`config.mk`:
```
export PLATFORM = sky130hd
export DESIGN_NAME = int8_dot_product_scorer
export DESIGN_NICKNAME = d
export VERILOG_FILES = /design/src/rtl/i8dp_pkg.sv /design/src/rtl/int8_dot_product_scorer.sv
export SDC_FILE = /design/constraint.sdc
export NUM_CORES = 2
export LEC_CHECK = 0
export BUFFER_PORTS_ARGS = -buffer_cell sky130_fd_sc_hd__buf_2
export CORE_MARGIN = 3
export CORE_UTILIZATION = 64
export CTS_CLUSTER_SIZE = 28
export DETAILED_ROUTE_END_ITERATION = 10
export GPL_TIMING_DRIVEN = 1
export PLACE_DENSITY_LB_ADDON = 0.25
export RECOVER_POWER = 50
export SETUP_SLACK_MARGIN = 0.5
export SLEW_MARGIN = 25
export SYNTH_ARGS = -nofsm -noshare
export SYNTH_HDL_FRONTEND = slang
export SYNTH_SLANG_ARGS = --single-unit
```
`constraint.sdc`:
```
create_clock -name clk -period 12.6 [get_ports clk]
set_input_delay 1.89 -clock clk [delete_from_list [all_inputs] [get_ports clk]]
set_output_delay 1.89 -clock clk [all_outputs]
set_load 0.03 [all_outputs]
```
`src/rtl/i8dp_pkg.sv`:
```
`default_nettype none
package i8dp_pkg;

  // sequencer states
  typedef enum logic [2:0] {
    ST_IDLE,
    ST_MUL,
    ST_ACC,
    ST_SCALE,
    ST_EMIT
  } state_t;

  // item commands
  localparam logic CMD_LOAD   = 1'b0;
  localparam logic CMD_VECTOR = 1'b1;

  // configuration register indexes
  localparam logic CFG_SCALE  = 1'b0;
  localparam logic CFG_LENGTH = 1'b1;

  // field and datapath widths
  localparam int IDX_W   = 8;
  localparam int VAL_W   = 8;
  localparam int LEN_W   = 9;
  localparam int SCALE_W = 32;
  localparam int ACC_W   = 24;
  localparam int PROD_W  = ACC_W + SCALE_W;
  localparam int SCORE_W = 39;
  localparam int VNUM_W  = 16;
  localparam int QDEPTH  = 256;

  // effective length limit and reset values
  localparam logic [LEN_W-1:0]   MAX_LENGTH   = 9'd256;
  localparam logic [LEN_W-1:0]   LENGTH_RESET = 9'd256;
  localparam logic [SCALE_W-1:0] SCALE_RESET  = 32'h0001_0000;

  // score saturation limits
  localparam logic [SCORE_W-1:0] SCORE_MAX = {1'b0, {(SCORE_W-1){1'b1}}};
  localparam logic [SCORE_W-1:0] SCORE_MIN = {1'b1, {(SCORE_W-1){1'b0}}};

endpackage
`default_nettype wire

```
`src/rtl/int8_dot_product_scorer.sv`:
```
// Query load and out-of-range element: handled in idle, back in idle at once.
// Vector element below the length: accept, multiply, accumulate, then back to idle.
// Last element of a vector: accept, multiply, accumulate, scale, emit; score shows on out_valid
// after the emit step, later if the output register is still occupied.
// Every product goes through one shared 24x32 multiplier and its register.
// Synchronous reset: idle, sum and counter zero, scale 1.0, length 256, query memory kept.
`default_nettype none
module int8_dot_product_scorer (
  input  wire logic                                clk,
  input  wire logic                                rst,
  // item channel
  input  wire logic                                in_valid,
  output logic                                     in_ready,
  input  wire logic                                command,
  input  wire logic [i8dp_pkg::IDX_W-1:0]          element_index,
  input  wire logic signed [i8dp_pkg::VAL_W-1:0]   element_value,
  // result channel
  output logic                                     out_valid,
  input  wire logic                                out_ready,
  output logic signed [i8dp_pkg::SCORE_W-1:0]      score,
  output logic [i8dp_pkg::VNUM_W-1:0]              vector_number,
  // configuration channel
  input  wire logic                                cfg_valid,
  output logic                                     cfg_ready,
  input  wire logic                                cfg_index,
  input  wire logic [i8dp_pkg::SCALE_W-1:0]        cfg_data
);

  i8dp_pkg::state_t state, state_next;

  logic [i8dp_pkg::SCALE_W-1:0]        scale;
  logic [i8dp_pkg::LEN_W-1:0]          vector_length;
  logic [i8dp_pkg::LEN_W-1:0]          eff_len;

  logic [i8dp_pkg::VAL_W-1:0]          query_mem [i8dp_pkg::QDEPTH];
  logic signed [i8dp_pkg::VAL_W-1:0]   q_rd;
  logic [i8dp_pkg::IDX_W-1:0]          idx_reg;
  logic signed [i8dp_pkg::VAL_W-1:0]   val_reg;

  logic signed [i8dp_pkg::ACC_W-1:0]   acc, acc_next;
  logic [i8dp_pkg::VNUM_W-1:0]         vector_counter;

  logic signed [i8dp_pkg::ACC_W-1:0]   mul_a;
  logic signed [i8dp_pkg::SCALE_W-1:0] mul_b;
  logic signed [i8dp_pkg::PROD_W-1:0]  mul_p, prod;
  logic                                mul_sel_scale;

  logic in_beat, cfg_beat, is_vec, in_range, is_last, out_free, emit;
  logic signed [i8dp_pkg::SCORE_W:0]   shifted;
  logic signed [i8dp_pkg::SCORE_W-1:0] score_sat;

  assign in_beat  = in_valid && in_ready;
  assign cfg_ready = 1'b1;
  assign cfg_beat = cfg_valid && cfg_ready;
  assign is_vec   = (command == i8dp_pkg::CMD_VECTOR);

  // effective length, clamped to the supported maximum
  assign eff_len  = (vector_length > i8dp_pkg::MAX_LENGTH) ? i8dp_pkg::MAX_LENGTH
                                                           : vector_length;
  assign in_range = ({1'b0, element_index} < eff_len);
  assign is_last  = ({1'b0, idx_reg} == (eff_len - 9'd1));
  assign out_free = !out_valid || out_ready;

  // configuration registers
  always_ff @(posedge clk) begin
    if (rst) begin
      scale         <= i8dp_pkg::SCALE_RESET;
      vector_length <= i8dp_pkg::LENGTH_RESET;
    end else if (cfg_beat) begin
      case (cfg_index)
        i8dp_pkg::CFG_SCALE:  scale <= cfg_data;
        i8dp_pkg::CFG_LENGTH: vector_length <= cfg_data[i8dp_pkg::LEN_W-1:0];
        default: ;
      endcase
    end
  end

  // query memory: write on load beats, registered read on vector beats
  always_ff @(posedge clk) begin
    if (in_beat && !is_vec) begin
      query_mem[element_index] <= element_value;
    end
    if (in_beat && is_vec) begin
      q_rd <= query_mem[element_index];
    end
  end

  // captured item fields
  always_ff @(posedge clk) begin
    if (in_beat) begin
      idx_reg <= element_index;
      val_reg <= element_value;
    end
  end

  // shared multiplier: element product, then sum times scale
  always_comb begin
    if (mul_sel_scale) begin
      mul_a = acc;
      mul_b = scale;
    end else begin
      mul_a = {{(i8dp_pkg::ACC_W-i8dp_pkg::VAL_W){val_reg[i8dp_pkg::VAL_W-1]}}, val_reg};
      mul_b = {{(i8dp_pkg::SCALE_W-i8dp_pkg::VAL_W){q_rd[i8dp_pkg::VAL_W-1]}}, q_rd};
    end
  end
  assign mul_p = mul_a * mul_b;

  always_ff @(posedge clk) begin
    if (state == i8dp_pkg::ST_MUL || state == i8dp_pkg::ST_SCALE) begin
      prod <= mul_p;
    end
  end

  // accumulator, restarted at index zero, wraps at its width
  assign acc_next = ((idx_reg == '0) ? '0 : acc) + prod[i8dp_pkg::ACC_W-1:0];

  always_ff @(posedge clk) begin
    if (rst) begin
      acc <= '0;
    end else if (state == i8dp_pkg::ST_ACC) begin
      acc <= acc_next;
    end
  end

  // vector counter: cleared by a load, advanced on each score
  always_ff @(posedge clk) begin
    if (rst) begin
      vector_counter <= '0;
    end else if (in_beat && !is_vec) begin
      vector_counter <= '0;
    end else if (emit) begin
      vector_counter <= vector_counter + 16'd1;
    end
  end

  // floor shift by 16 and saturation to the score width
  assign shifted   = prod[i8dp_pkg::PROD_W-1:16];
  always_comb begin
    if (shifted[i8dp_pkg::SCORE_W] != shifted[i8dp_pkg::SCORE_W-1]) begin
      score_sat = shifted[i8dp_pkg::SCORE_W] ? i8dp_pkg::SCORE_MIN : i8dp_pkg::SCORE_MAX;
    end else begin
      score_sat = shifted[i8dp_pkg::SCORE_W-1:0];
    end
  end

  // output register
  always_ff @(posedge clk) begin
    if (rst) begin
      out_valid <= 1'b0;
    end else if (emit) begin
      out_valid <= 1'b1;
    end else if (out_ready) begin
      out_valid <= 1'b0;
    end
  end

  always_ff @(posedge clk) begin
    if (emit) begin
      score         <= score_sat;
      vector_number <= vector_counter;
    end
  end

  // sequencer state
  always_ff @(posedge clk) begin
    if (rst) begin
      state <= i8dp_pkg::ST_IDLE;
    end else begin
      state <= state_next;
    end
  end

  // next state
  always_comb begin
    state_next = state;
    case (state)
      i8dp_pkg::ST_IDLE: begin
        if (in_beat && is_vec && in_range) state_next = i8dp_pkg::ST_MUL;
      end
      i8dp_pkg::ST_MUL:   state_next = i8dp_pkg::ST_ACC;
      i8dp_pkg::ST_ACC: begin
        state_next = is_last ? i8dp_pkg::ST_SCALE : i8dp_pkg::ST_IDLE;
      end
      i8dp_pkg::ST_SCALE: state_next = i8dp_pkg::ST_EMIT;
      i8dp_pkg::ST_EMIT: begin
        if (out_free) state_next = i8dp_pkg::ST_IDLE;
      end
      default: state_next = i8dp_pkg::ST_IDLE;
    endcase
  end

  // sequencer outputs
  always_comb begin
    in_ready      = 1'b0;
    mul_sel_scale = 1'b0;
    emit          = 1'b0;
    case (state)
      i8dp_pkg::ST_IDLE:  in_ready = 1'b1;
      i8dp_pkg::ST_MUL:   mul_sel_scale = 1'b0;
      i8dp_pkg::ST_ACC:   mul_sel_scale = 1'b0;
      i8dp_pkg::ST_SCALE: mul_sel_scale = 1'b1;
      i8dp_pkg::ST_EMIT:  emit = out_free;
      default: ;
    endcase
  end

`ifndef SYNTHESIS
  // an in-range vector beat starts the multiply step
  a_vec_starts: assert property (@(posedge clk) disable iff (rst)
    (in_beat && is_vec && in_range) |=> (state == i8dp_pkg::ST_MUL))
    else $error("vector beat did not start multiply");

  // multiply is always followed by accumulate
  a_mul_acc: assert property (@(posedge clk) disable iff (rst)
    (state == i8dp_pkg::ST_MUL) |=> (state == i8dp_pkg::ST_ACC))
    else $error("multiply not followed by accumulate");

  // sum only moves in the accumulate step
  a_acc_hold: assert property (@(posedge clk) disable iff (rst)
    (state != i8dp_pkg::ST_ACC) |=> $stable(acc))
    else $error("accumulator changed outside accumulate");

  // a load beat clears the vector counter
  a_load_clears: assert property (@(posedge clk) disable iff (rst)
    (in_beat && !is_vec) |=> (vector_counter == '0))
    else $error("load did not clear vector counter");

  // an emitted score carries the counter value before it advances
  a_emit_number: assert property (@(posedge clk) disable iff (rst)
    emit |=> (out_valid && vector_number == $past(vector_counter)
              && vector_counter == $past(vector_counter) + 16'd1))
    else $error("emitted vector number mismatch");
`endif

endmodule
`default_nettype wire
```
; After elaboration in Yosys (flattened, before gate mapping)
; Memory sizes are Yosys's and may differ from the RTL's. A register that Yosys moved wholly into a read port is not among the register bits.
; Cells that the tools add are included.
[totals]
input_bits = 55
ff_bits = 212
out_inout_bits = 58
ramBits = 2048
mem_count = 1
elab_cells = 59
[op_classes]
muxes = 17
addsub = 3
eq_ne = 8
multipliers = 1
bitwise = 1
n_reduce_logical = 15
order_cmp = 2
[memory_table]
columns = memory, depth, width, rd, rd_clocked_by_memory_dff, write_ports, line
row1 = query_mem, 256, 8, 1, 1, 1, int8_dot_product_scorer.sv:35  ; logic [i8dp_pkg::VAL_W-1:0] query_mem [i8dp_pkg::QDEPTH];
[ops]
columns = cell, count
row1 = $mux 39, 2
row2 = $mul 24x32->56, 1
row3 = $mux 24, 2
row4 = $mux 32, 1
row5 = $add 24x24->24, 1
row6 = $add 16x1->16 const B, 1
row7 = $pmux 3 s5, 1
row8 = $eq 8x9->1, 1
row9 = $gt 9x9->1 const B, 1
row10 = $lt 8x9->1, 1
row11 = $mux 9, 1
row12 = $sub 9x1->9 const B, 1
row13 = $logic_not 8->1, 1
row14 = $mux 1, 7
row15 = $eq 3x2->1 const B, 2
row16 = $mux 3, 2
row17 = $reduce_and 2->1, 3
row18 = $logic_and 1x1->1, 4
row19 = $ne 2x2->1 const B, 2
row20 = $eq 3x1->1 const B, 1
row21 = $eq 3x3->1 const B, 1
row22 = $logic_not 3->1, 1
row23 = $logic_not 1->1, 2
row24 = $logic_or 1x1->1, 2
row25 = other kinds (5), 5

; Depth between registers and ports, before layout
[depth]
ltp_word = 7
mapped_depth = 34
ltp_nobuf = 30

; Least setup slack after synthesis
; Ideal clock, no wire load.
[synth_timing]
kind = reg-to-reg
startpoint = register state[0]
endpoint = register prod[41] in the netlist's numbering, data pin
synth_period_minus_slack_ps = 10947
arrival_ps = 10684
path_slack_ps = 1653
path_stages_with_launch = 32
n_path_buf = 4
path_cell_list = dfxtp_1 nor2b_1 and2_1 clkbuf_1 clkbuf_1 buf_1 a21o_1 clkbuf_1 nand2_1 fa_1 fa_1 inv_1 fa_1 inv_1 fa_1 inv_1 fa_1 fa_1 inv_1 fa_1 inv_1 ha_1 a2111oi_0 o21ai_0 o21a_1 a221o_1 a31o_2 a31oi_1 a21oi_1 o41ai_2 o21bai_1 xor2_1
[synth_via]
elab_chain_cells = 4
elab_cells_between_ends = 5
classes_between = mul: 1 / eq/ne: 1 / mux: 3
[synth_lines]
columns = element, line
row1 = "start, declared", int8_dot_product_scorer.sv:29  ; i8dp_pkg::state_t state, state_next;
row2 = "start signal, assigned", int8_dot_product_scorer.sv:167  ; state <= i8dp_pkg::ST_IDLE;
row3 = "start signal, assigned", int8_dot_product_scorer.sv:169  ; state <= state_next;
row4 = $eq 3x2->1 *, int8_dot_product_scorer.sv:197  ; case (state)
row5 = $mux 1 *, int8_dot_product_scorer.sv:197
row6 = $mux 24 or $mux 32 (tied branches), int8_dot_product_scorer.sv:98  ; if (mul_sel_scale) begin
row7 = $mul 24x32->56 *, int8_dot_product_scorer.sv:106  ; assign mul_p = mul_a * mul_b;
row8 = via mul_p (one bit), int8_dot_product_scorer.sv:45  ; logic signed [i8dp_pkg::PROD_W-1:0] mul_p, prod;
row9 = "end signal, assigned", int8_dot_product_scorer.sv:110  ; prod <= mul_p;
row10 = "end, declared", int8_dot_product_scorer.sv:45
; Mark *: on every way through the listed nets, which the timed path passes. The rest lies on a longest branch.
; A chain may end at the register's enable or synchronous reset.

; Worst setup path in the final report
[layout_timing]
startpoint = input element_value[5] in the netlist's numbering
endpoint = memory query_mem[203][5] in the netlist's numbering, data pin
[layout_rtl]
columns = element, line
row1 = "start, declared", int8_dot_product_scorer.sv:16  ; input wire logic signed [i8dp_pkg::VAL_W-1:0] element_value,
row2 = "end, declared", int8_dot_product_scorer.sv:35
; No word-level cell before the write port.

==> impl_metrics.json <==
{
  "cp_max_fo": 110,
  "seq_area_frac_synth_pct": 58.6,
  "cts_setup_buffers": 0,
  "grt_max_degree": 155,
  "cap_violations": 34,
  "htreeDepth": 4,
  "start_kind": "input port",
  "syn_inst": 7117,
  "cts.root.buffer_cell": "clkbuf_16",
  "status": "finished, violations left",
  "cp_slowest_cell": "clkbuf_1",
  "start_util_pct": 64.8,
  "rsz0062_at_grt": "false",
  "grt_use_met2_pct": 54.0,
  "via_per_inst": 6.65,
  "ys_warn_count": 0,
  "drt-total-wl_um": 305000,
  "cts_num_sinks": 2268,
  "min_period_over_period_pct": 89.7,
  "grt-busiest-layer": "met2",
  "violations": "max-capacitance violations, max-slew violations",
  "min_path_type": "register to register",
  "top_register": "query_mem",
  "synth_area_um2": 115000,
  "pin_count": 113,
  "hpwl_um": 191000,
  "hold_viol_final": 0,
  "cp.arrival_ns": 11.18,
  "drcViolationCount": 0,
  "timing.rr.start": "state[0]",
  "io_buffer_count": 111,
  "cts_tree": "done",
  "clock_skew_ns": 0.0925,
  "grt.total_usage_pct": 33.8,
  "hp-start": "vector_counter[15]",
  "clkLatencyLatePin_ns": 0.89,
  "cts_made_buffers": 212,
  "ys.flop_type": "edfxtp_1",
  "grtUsageMet1_pct": 44.3,
  "max_freq_mhz": 88.5,
  "first_pass_iters": 9,
  "antenna_found_initial": 15,
  "final_nets": 8214,
  "rrSetupSlack_ns": 2.12,
  "worstPathRequired_ns": 12.49,
  "worstSetupEndpointType": "register",
  "clockBufferDepth": 3,
  "grt_pass1_wl_um": 453000,
  "post_drt_wl_per_cell_um": 31.4,
  "placed_cell_area_um2": 118000,
  "worst_path_largest_cell_delay_ns": 3.59,
  "vias": 64600,
  "worstMarginPinSlew_ns": 8.11,
  "synth_nets": 8140,
  "final.setup.tns_ns": 0,
  "crit_end": "query_mem[203][5]",
  "cts_resized": 0,
  "path_cells": "clkbuf_1, clkbuf_1, clkbuf_1",
  "ctsHoldBuffers": 0,
  "synth_edf_count": 2183,
  "nFillCells": 11000,
  "synthArstFlopShare_pct": 0,
  "core.rowCount": 154,
  "worstSetupPathType": "input port to register",
  "cp_common_cell": "clkbuf_1",
  "drive_gt1_share_pct": 16.0,
  "clkTransAtPathRegs_ns": 0.06,
  "die_x_um": 430,
  "rr_endpoint": "prod[52]",
  "crit_start": "element_value[5]",
  "use_met3_pct": 7.95,
  "crit_cells": 3,
  "reg.largest.list": "query_mem (2048), prod (56), score (39)",
  "largest_reg_flops": 2048,
  "synth_area_per_cell_um2": 16.1,
  "ys_ff_latch": 2268,
  "slew_viol_final": 2586,
  "utilization_pct": 70.6,
  "slew_headroom_pct": -441,
  "coreArea_um2": 177000,
  "reg2reg_depth": 28,
  "syn2layout_area_growth_pct": 8.89,
  "crit_family": "buffers and inverters",
  "drt_iter0_markers": 8083,
  "synth_cell_types": 76,
  "die_h_um": 430,
  "fin_area_um2": 125000,
  "setup_viol": 0,
  "overflow": 0,
  "finalCriticalPeriod_ns": 11.30,
  "gp_congestion": 0.954,
  "worst-path-buf-inv": 3,
  "die_area_um2": 185000,
  "drtAntennaViolNets": 0,
  "grt_pass1_vias": 67300
}
cells in the final DEF (no fill, tap or decap), types with 11 or more instances in the layout:
master     count
nor3_1        18
and2_1        39
clkbuf_1     126
edfxtp_1    2183
nand3_1       53
xor2_1        34
nor2_1       706
o21a_1        12
dfxtp_1       85
a31oi_1       16
xnor2_1       59
nand4_1       16
nand2_1      551
a21oi_1      153
buf_4         84
a21oi_2       11
clkinv_1      52
or3_1         14
o21ai_0       38
mux2i_1       16
mux2_2        20
ha_1         183
bufinv_16     33
a211oi_1      12
clkbuf_16    213
mux4_2       658
inv_1        781
buf_2         39
nand2b_1      28
a21o_1       113
nor2b_1       19
fa_1         784
and3_1        16
clkinv_2      40
through the flow:
step	setup WS, ns	hold slack (ns)	cells
after floorplan	1.65	0.428	7117
final	1.30	0.456	9718
after detailed placement	2.25	0.444	9315
after global routing	0.763	0.474	9715
after CTS	2.21	0.460	9710
after global placement	2.38	0.447	9314
cells in the mapped netlist, types with 12 or more instances:
cell type,instances,area share [%]
a211oi_1,12,0.078
a21o_1,116,0.76
a21oi_1,171,0.75
a31oi_1,16,0.087
and2_1,40,0.22
and3_1,16,0.087
buf_1,40,0.13
buf_2,63,0.27
buf_4,14,0.092
clkbuf_1,240,0.78
dfxtp_1,85,1.5
edfxtp_1,2183,57
fa_1,784,14
ha_1,184,2.0
inv_1,781,2.6
mux2_2,20,0.20
mux2i_1,21,0.18
mux4_2,658,13
nand2_1,551,1.8
nand2b_1,28,0.15
nand3_1,55,0.24
nand4_1,16,0.087
nor2_1,707,2.3
nor2b_1,24,0.13
nor3_1,18,0.078
o21a_1,12,0.078
o21ai_0,38,0.17
or3_1,14,0.076
xnor2_1,59,0.45
xor2_1,34,0.26
how the worst min path moves through the flow:
| stage | cells after the start | end |
|---|---|---|
| 2_1_floorplan | 0 | vector_number[15] |
| 3_3_place_gp | 0 | vector_number[15] |
| 3_5_place_dp | 0 | vector_number[15] |
| 4_1_cts | 0 | vector_number[15] |
| 5_1_grt | 0 | vector_number[15] |
| 6_report | 0 | vector_number[15] |
area by class of cell:
class	count	area, µm²	share of cell area [%]
sequential	2268	67300	53.8
multi-input combinational	3700	43300	34.6
timing repair buffer	225	1320	1.06
tap	2340	2930	2.34
clock inverter	147	1790	1.43
clock buffer	248	5490	4.39
inverter	784	2940	2.35
antenna	6	15.0	0.0120
per-layer routing:
metal  up-vias  share of wire (%)
li1      25800                  -
met1     33600                 34
met2      4357                 49
met3       912                 11
met4         8                6.3
met5         -              0.012
cells by family (layout without fill, tap and decap cells):
| family | count (synthesis) | in the layout | synth area share, % |
|---|---|---|---|
| XOR/XNOR | 93 | 93 | 0.709 |
| buffers and inverters | 1149 | 1404 | 3.92 |
| AO/OA/AOI/OAI | 446 | 446 | 2.53 |
| multiplexers | 700 | 700 | 13.3 |
| adder cells (fa/ha/maj) | 968 | 968 | 15.7 |
| AND/OR/NAND/NOR | 1492 | 1492 | 5.32 |
| flip-flops | 2268 | 2268 | 58.6 |
| other | 1 | 7 | 0.00326 |
Power is not shown: default switching activity piles up to over one toggle a cycle in this logic, so the estimate is an artifact.
